## src/rtl/pairwise_heat_conduction_defines.svh

```systemverilog
// ----------------------------------------------------------------------------
// Assertion macros for the pairwise heat conduction block
// Concurrent checks, compiled out when SYNTH is defined.
// ----------------------------------------------------------------------------
`ifndef PAIRWISE_HEAT_CONDUCTION_DEFINES_SVH
`define PAIRWISE_HEAT_CONDUCTION_DEFINES_SVH
`ifndef SYNTH
`define PHC_ASSERT_IMP(lbl, clk, rstn, ante, cons, msg) \
    lbl: assert property (@(posedge clk) disable iff (!rstn) (ante) |-> (cons)) \
        else $error(msg);
`define PHC_ASSERT_NXT(lbl, clk, rstn, ante, cons, msg) \
    lbl: assert property (@(posedge clk) disable iff (!rstn) (ante) |=> (cons)) \
        else $error(msg);
`else
`define PHC_ASSERT_IMP(lbl, clk, rstn, ante, cons, msg)
`define PHC_ASSERT_NXT(lbl, clk, rstn, ante, cons, msg)
`endif
`endif

```

## src/rtl/phc_pkg.sv

```systemverilog
// ----------------------------------------------------------------------------
// phc_pkg
// Shared constants and types of the heat conduction block.
// ----------------------------------------------------------------------------
package phc_pkg;
    localparam int ENTRIES_DEF   = 1024;
    localparam int WORD_BITS_DEF = 64;
    localparam int FRAC_BITS_DEF = 32;
    localparam int MUL_BITS      = 64;
    localparam int INDEX_BITS    = 10;
    localparam int CFG_BITS      = 63;

    localparam logic [CFG_BITS-1:0] COND_RESET = 63'd214748364;
    localparam logic [CFG_BITS-1:0] STEP_RESET = 63'd4294967296;

    typedef enum logic [1:0] {
        KIND_LOAD    = 2'd0,
        KIND_CONDUCT = 2'd1,
        KIND_READ    = 2'd2,
        KIND_NONE    = 2'd3
    } kind_t;

    typedef enum logic {
        REG_COND = 1'b0,
        REG_STEP = 1'b1
    } cfg_reg_t;
endpackage

```

## src/rtl/phc_fxmul.sv

```systemverilog
// ----------------------------------------------------------------------------
// phc_fxmul
// Iterative signed fixed-point multiply, four 33x33 partial products.
// ----------------------------------------------------------------------------
module phc_fxmul #(
    parameter int WORD_BITS = 64,
    parameter int FRAC_BITS = 32
) (
    input  logic                       clk,
    input  logic                       rst_n,
    input  logic                       start,
    input  logic [phc_pkg::MUL_BITS-1:0] op_a,
    input  logic [phc_pkg::MUL_BITS-1:0] op_b,
    output logic                       busy,
    output logic                       done,
    output logic [phc_pkg::MUL_BITS-1:0] result
);
    import phc_pkg::*;

    localparam int SH = MUL_BITS - WORD_BITS;

    logic [MUL_BITS-1:0]   a_reg, b_reg;
    logic [2:0]            step_reg;
    logic                  busy_reg, pv_reg, done_reg;
    logic [1:0]            psh_reg;
    logic signed [65:0]    prod_reg;
    logic [127:0]          acc_reg, acc_next, term;
    logic [MUL_BITS-1:0]   result_reg, slice, wrapped;
    logic signed [32:0]    pa, pb;

    always_comb
    begin
        case (step_reg[1:0])
            2'd0:
            begin
                pa = $signed({1'b0, a_reg[31:0]});
                pb = $signed({1'b0, b_reg[31:0]});
            end
            2'd1:
            begin
                pa = $signed({1'b0, a_reg[31:0]});
                pb = $signed({b_reg[63], b_reg[63:32]});
            end
            2'd2:
            begin
                pa = $signed({a_reg[63], a_reg[63:32]});
                pb = $signed({1'b0, b_reg[31:0]});
            end
            default:
            begin
                pa = $signed({a_reg[63], a_reg[63:32]});
                pb = $signed({b_reg[63], b_reg[63:32]});
            end
        endcase
        term     = 128'(prod_reg) << {psh_reg, 5'b0};
        acc_next = acc_reg + term;
        slice    = acc_next[FRAC_BITS +: MUL_BITS];
        wrapped  = MUL_BITS'($signed(slice << SH) >>> SH);
    end

    always_ff @(posedge clk or negedge rst_n)
    begin
        if (!rst_n)
        begin
            busy_reg <= 1'b0;
            step_reg <= 3'd0;
            pv_reg   <= 1'b0;
            done_reg <= 1'b0;
        end
        else
        begin
            done_reg <= 1'b0;
            if (start)
            begin
                busy_reg <= 1'b1;
                step_reg <= 3'd0;
                pv_reg   <= 1'b0;
            end
            else if (busy_reg)
            begin
                pv_reg   <= !step_reg[2];
                step_reg <= step_reg + 3'd1;
                if (step_reg[2])
                begin
                    busy_reg <= 1'b0;
                    done_reg <= 1'b1;
                end
            end
        end
    end

    always_ff @(posedge clk)
    begin
        if (start)
        begin
            a_reg   <= op_a;
            b_reg   <= op_b;
            acc_reg <= '0;
        end
        else if (busy_reg)
        begin
            if (!step_reg[2])
            begin
                prod_reg <= pa * pb;
                psh_reg  <= (step_reg[1:0] == 2'd0) ? 2'd0 :
                            (step_reg[1:0] == 2'd3) ? 2'd2 : 2'd1;
            end
            if (pv_reg)
            begin
                acc_reg <= acc_next;
            end
            if (step_reg[2])
            begin
                result_reg <= wrapped;
            end
        end
    end

    assign busy   = busy_reg;
    assign done   = done_reg;
    assign result = result_reg;
endmodule

```

## config.mk

```make
export PLATFORM = sky130hd
export DESIGN_NAME = phc_fxmul
export DESIGN_NICKNAME = d
export VERILOG_FILES = /design/src/rtl/pairwise_heat_conduction_defines.svh /design/src/rtl/phc_pkg.sv /design/src/rtl/phc_fxmul.sv
export SDC_FILE = /design/constraint.sdc
export NUM_CORES = 2
export LEC_CHECK = 0
export ABC_AREA = 1
export BUFFER_PORTS_ARGS = -buffer_cell sky130_fd_sc_hd__buf_2
export CORE_MARGIN = 10
export CORE_UTILIZATION = 35
export DETAILED_ROUTE_END_ITERATION = 7
export GPL_ROUTABILITY_DRIVEN = 0
export HOLD_SLACK_MARGIN = 0.03
export PLACE_DENSITY_LB_ADDON = 0.25
export SLEW_MARGIN = 0
export SYNTH_ARGS = -nofsm -noshare
export SYNTH_HDL_FRONTEND = slang
export SYNTH_SLANG_ARGS = --single-unit
```

## constraint.sdc

```tcl
create_clock -name clk -period 9.6 [get_ports clk]
set_input_delay 0 -clock clk [delete_from_list [all_inputs] [get_ports clk]]
set_output_delay 0 -clock clk [all_outputs]
set_load 0.05 [all_outputs]
```

; ---- Word level (Yosys, flattened, before mapping)
; Index checks and enable logic that the tools add are counted.
[op_classes]
n_reduce_logical = 8
n_mux = 13
n_shift = 1
n_mul = 1
eq_ne = 3
order_cmp = 0
div_mod_pow = 0
bitwise = 2
addsub = 2
[op_table]
columns = operator, count
row1 = 128-bit adder, 1
row2 = 128-bit by 7-bit left shift with 128-bit output, 1
row3 = 33-bit by 33-bit multiplier with 66-bit output, 1
row4 = 33-bit 2-to-1 mux, 2
row5 = 1-bit 2-to-1 mux, 8
row6 = 3-bit 2-to-1 mux, 2
row7 = 3-bit AND reduction, 2
row8 = 2-bit equality test (second input constant), 2
row9 = 2-bit OR reduction, 2
row10 = 3-bit by 1-bit adder with 3-bit output (second input constant), 1
row11 = 2-bit by 1-bit equality test with 1-bit output (second input constant), 1
row12 = 2-bit zero test, 1
row13 = 2-bit 2-to-1 mux, 1
row14 = 1-bit inverter, 2
row15 = 2-bit AND reduction, 1
row16 = 2-bit nonzero test, 1
row17 = 1-bit zero test, 1
[totals]
ff_bits = 394
mem_count = 0
romBits = 0
in_bits = 131
ram_bits = 0
out_inout_bits = 66
latch_bits = 0

; ---- Logic depth before layout (Yosys ltp)
[depth]
depth_word = 4
depth_mapped = 39
ltp_nobuf = 37

; ---- Least setup slack after synthesis
; No wires, ideal clock.
[synth_timing]
path_type = flip-flop to flip-flop
startpoint = reg step_reg[0]
endpoint = reg prod_reg[63] (data pin)
required_ns = 9.348
t_arrival_ns = 7.882
n_path_buf = 2
setup_time_ns = 0.252
stages_incl_launch_ff = 27
slack_ns = 1.465
period_less_slack_ns = 8.135
path_cell_list = dfrtp_1 inv_1 ha_1 nor2_4 buf_2 o21ai_0 inv_1 buf_2 nor2_1 fa_1 fa_1 fa_1 fa_1 inv_1 fa_1 fa_1 fa_1 fa_1 inv_1 ha_1 nand2_1 nor2_1 inv_1 nor4_1 nand3_1 nand3_1 nand2_1
[synth_between]
elab_chain_len = 4
[synth_rtl]
columns = item, line
row1 = from (decl), phc_fxmul.sv:23  ; logic [2:0] step_reg;
row2 = from (signal assigned), phc_fxmul.sv:82  ; step_reg <= step_reg + 3'd1;
row3 = "2-bit by 1-bit equality test with 1-bit output, or another cell as far along", phc_fxmul.sv:33  ; case (step_reg[1:0])
row4 = 2-bit OR reduction (no source line), n/a
row5 = 33-bit 2-to-1 mux, phc_fxmul.sv:33
row6 = 33-bit by 33-bit multiplier with 66-bit output (*), phc_fxmul.sv:104  ; prod_reg <= pa * pb;
row7 = to (signal assigned), phc_fxmul.sv:104
row8 = to (decl), phc_fxmul.sv:26  ; logic signed [65:0] prod_reg;
; Every way passes the cells marked *; elsewhere a longest branch is shown, timed or not.
; A chain may end at the register's enable or synchronous reset.

; ---- Final worst setup path
[layout_timing]
startpoint = reg step_reg[0]
endpoint = reg prod_reg[61] (data pin)
; The elaborated chain is that of the path after synthesis.

==> results by group <==
Clock network
  • Clk buf depth: 3
  • Htree depth: 2
  • Clk_lat worst skew: around 0.74 ns
  • Clock Sinks: 362
  • Reg clk slew, reported paths: 0.06 ns
  • Clock root cell: clkbuf_16
  • Cts bufs inserted: 48
  • CTS tree: done

Setup path
  • Top cell by count, worst path: fa_1
  • CP endpoint kind: flip-flop
  • WP data arrival: 9.67 ns
  • Max FO, Critical Path: 11
  • Worst Setup SP: step_reg[0]
  • Slowest CP cell: o21ai_2
  • Max stage delay on crit path: 0.60 ns
  • R2r setup slk: between 0.3 and 0.4 ns
  • Critical path required time: 10.03 ns
  • Crit Path Class: flip-flop to flip-flop
  • End point of the critical path: prod_reg[61]
  • R2r endpoint: prod_reg[61]
  • Worst reg2reg path depth: 32
  • FF-to-FF Start: step_reg[0]
  • Crit path launch type: flip-flop

Run
  • Max Cap Violations: 0

Yosys
  • Synthesized Nets: 9848
  • Distinct cell type count after synthesis: 49
  • Yosys warns: 0
  • Main synth FF type: edfxtp_1
  • Cell taking the most area after synthesis: fa_1
  • Synth async-reset ratio: 1.66%
  • Top post-synthesis cells by area: fa_1 (36%), edfxtp_1 (12%), inv_1 (12%)
  • Syn_area_per_cell: just under 8 um2
  • Share of the synthesized area in the top cell type: 36.2%
  • Yosys reg bits: 362
  • EDFF count, synth: 260
  • Mapped Area: ~63000 um2
  • Seq/Total Area, Yosys: 15.6%
  • Syn Inst Count: 8255

Layout
  • Share of cells above drive strength 1: 8.46%
  • Layout area overhead: 14.3%
  • Number of flip-flops under the largest register name: 96
  • Nets@finish: 10400
  • Final Core Density: 40.2%
  • N_diodes: 0

Global route
  • Global route overflow: 0
  • Number of global-route vias before repair: 58300
  • Global-route wire length before repair: around 370000 um
  • Initial antenna violation count: 5
  • Largest net degree at the start of global routing: roughly 130
  • Total GRT Usage: roughly a quarter

Placement
  • Pre-CTS setup slack: -0.0136 ns
  • DP HPWL: 201000 um
  • IO buf count: 196

Timing
  • Final hold violations: 0
  • Worst Setup Slack, final: 0.354 ns
  • Max-slew headroom: between 20% and 30%
  • RSZ-0062 raised after global routing: no
  • Worst slew pin tran: ~1.1 ns
  • Fin. max-slew vios: 0
  • Fin crit share: 96.3%
  • Setup TNS: 0 ns
  • FMAX: 0.108 GHz
  • Setup Skew: approximately 0.07 ns
  • Crit path time final: just over 9 ns
  • Final setup violation count: 0

Floorplan
  • Die area: between 150000 and 200000 um2
  • Core footprint: 181000 um2
  • Die Width: 446 um
  • Core Rows: 156
  • Starting Density: 35.1%
  • I/O pins: 197
  • Die Y: ~450 um

Detailed routing
  • Post-route ant nets: 0
  • DRC Markers: 0
  • Post-Route WL: 249000 um
  • Via count: around 56000
  • Drt initial violations: ~5200
  • DRT Pass-1 Iters: 7
  • Post-DR vias/cell: 4.97
  • WL/cell: about 22 um

Status
  • Status: finished, final reports clean

Hold path
  • Worst min path class: primary input to flip-flop
  • HP Start: op_b[18]
cell usage after synthesis (83+ instances only):
cell and number:
a21oi_1 156, buf_2 115, clkbuf_1 89, dfxtp_1 96
edfxtp_1 260, fa_1 1146, ha_1 316, inv_1 2080
nand2_1 1993, nand3_1 184, nor2_1 1128, o21ai_0 142
xor2_1 83
per-layer routing:
layer | track usage [%] | share of wire, % | vias to the layer above
met5 | 0 | 0.016 | -
met4 | 13.5 | 6.7 | 6
met3 | 5.61 | 9.3 | 704
met2 | 41.0 | 46 | 2727
met1 | 30.3 | 38 | 27100
li1 | - | - | 25000
kinds of logic (layout without fill, tap and decap cells):
kind of cell / count (synthesis) / in the layout / share of synthesized area [%]
AND/OR/NAND/NOR: 3517 / 3517 / 22.2
XOR/XNOR: 109 / 109 / 1.58
buffers and inverters: 2362 / 2912 / 14.2
AO/OA/AOI/OAI: 443 / 443 / 3.98
flip-flops: 362 / 362 / 15.6
adder cells (fa/ha/maj): 1462 / 1462 / 42.4
repair_timing:
| item | in CTS | in global routing |
|---|---|---|
| resized for setup | 1 | 3 |
| pin swaps | 0 | 2 |
| buffers inserted | 0 | 7 |
| setup endpoints to repair | 2 | 26 |
| endpoints found under the hold margin | 231 | 0 |
| hold buffers | 257 | 0 |
area by class of cell:
cell class                      instances  area, um2
Sequential cell                       362       9880
Multi-Input combinational cell       5531      44600
Clock inverter                         29        308
Clock buffer                           60       1280
Timing Repair Buffer                  689       5460
Fill cell                           18400     108000
Inverter                             2134       8020
Tap cell                             2370       2970
cells in the final DEF (no fill, tap or decap), types with 7 or more instances in the layout:
master	synthesis	final
a21o_1	8	8
a21oi_1	156	155
a22oi_1	31	31
buf_12	0	10
buf_2	115	195
buf_4	2	226
clkbuf_1	89	9
clkbuf_16	0	48
clkinv_1	11	13
clkinv_2	0	10
dfxtp_1	96	96
dlygate4sd3_1	0	257
edfxtp_1	260	260
fa_1	1146	1146
ha_1	316	316
inv_1	2080	2078
inv_2	43	44
nand2_1	1993	1992
nand2_2	30	31
nand3_1	184	184
nand3_2	12	12
nand4_1	48	48
nor2_1	1128	1126
nor2_2	47	46
nor2_4	18	21
nor3_1	29	29
nor3_2	7	7
o21ai_0	142	127
o21ai_1	43	40
o21ai_2	32	50
o21bai_1	11	11
or2_2	10	10
xnor2_1	20	20
xor2_1	83	83
per-stage QoR:
stage          cells  instance area (um2)  hold slack [ns]
3_5_place_dp   10800                68300           -0.159
2_1_floorplan   8255                63400           -0.296
5_1_grt        11200                72500           0.0853
4_1_cts        11200                72400           0.0355
6_report       11200                72500           0.0757
3_3_place_gp   10800                68300           -0.161
worst max-delay path, delay by kind of cell, from the launching register on:
kind | cells | cell delay, ns
flops | 1 | 0.42
buf+inv | 11 | 1.58
compound gates | 6 | 1.82
simple gates | 5 | 0.47
fa+ha+maj | 10 | 4.67
worst min-delay path by stage:
| stage | to | slack [ns] | cells after the start |
|---|---|---|---|
| global placement | done | -0.16 | 1 |
| detailed placement | done | -0.16 | 1 |
| CTS | b_reg[18] | 0.04 | 2 |
| floorplan | busy | -0.30 | 0 |
| global route | b_reg[50] | 0.09 | 2 |
| finish | b_reg[18] | 0.08 | 2 |
Power is left out: the tool's default activity adds up to more than one toggle a clock period on the data nets, which glitch-free logic cannot reach.
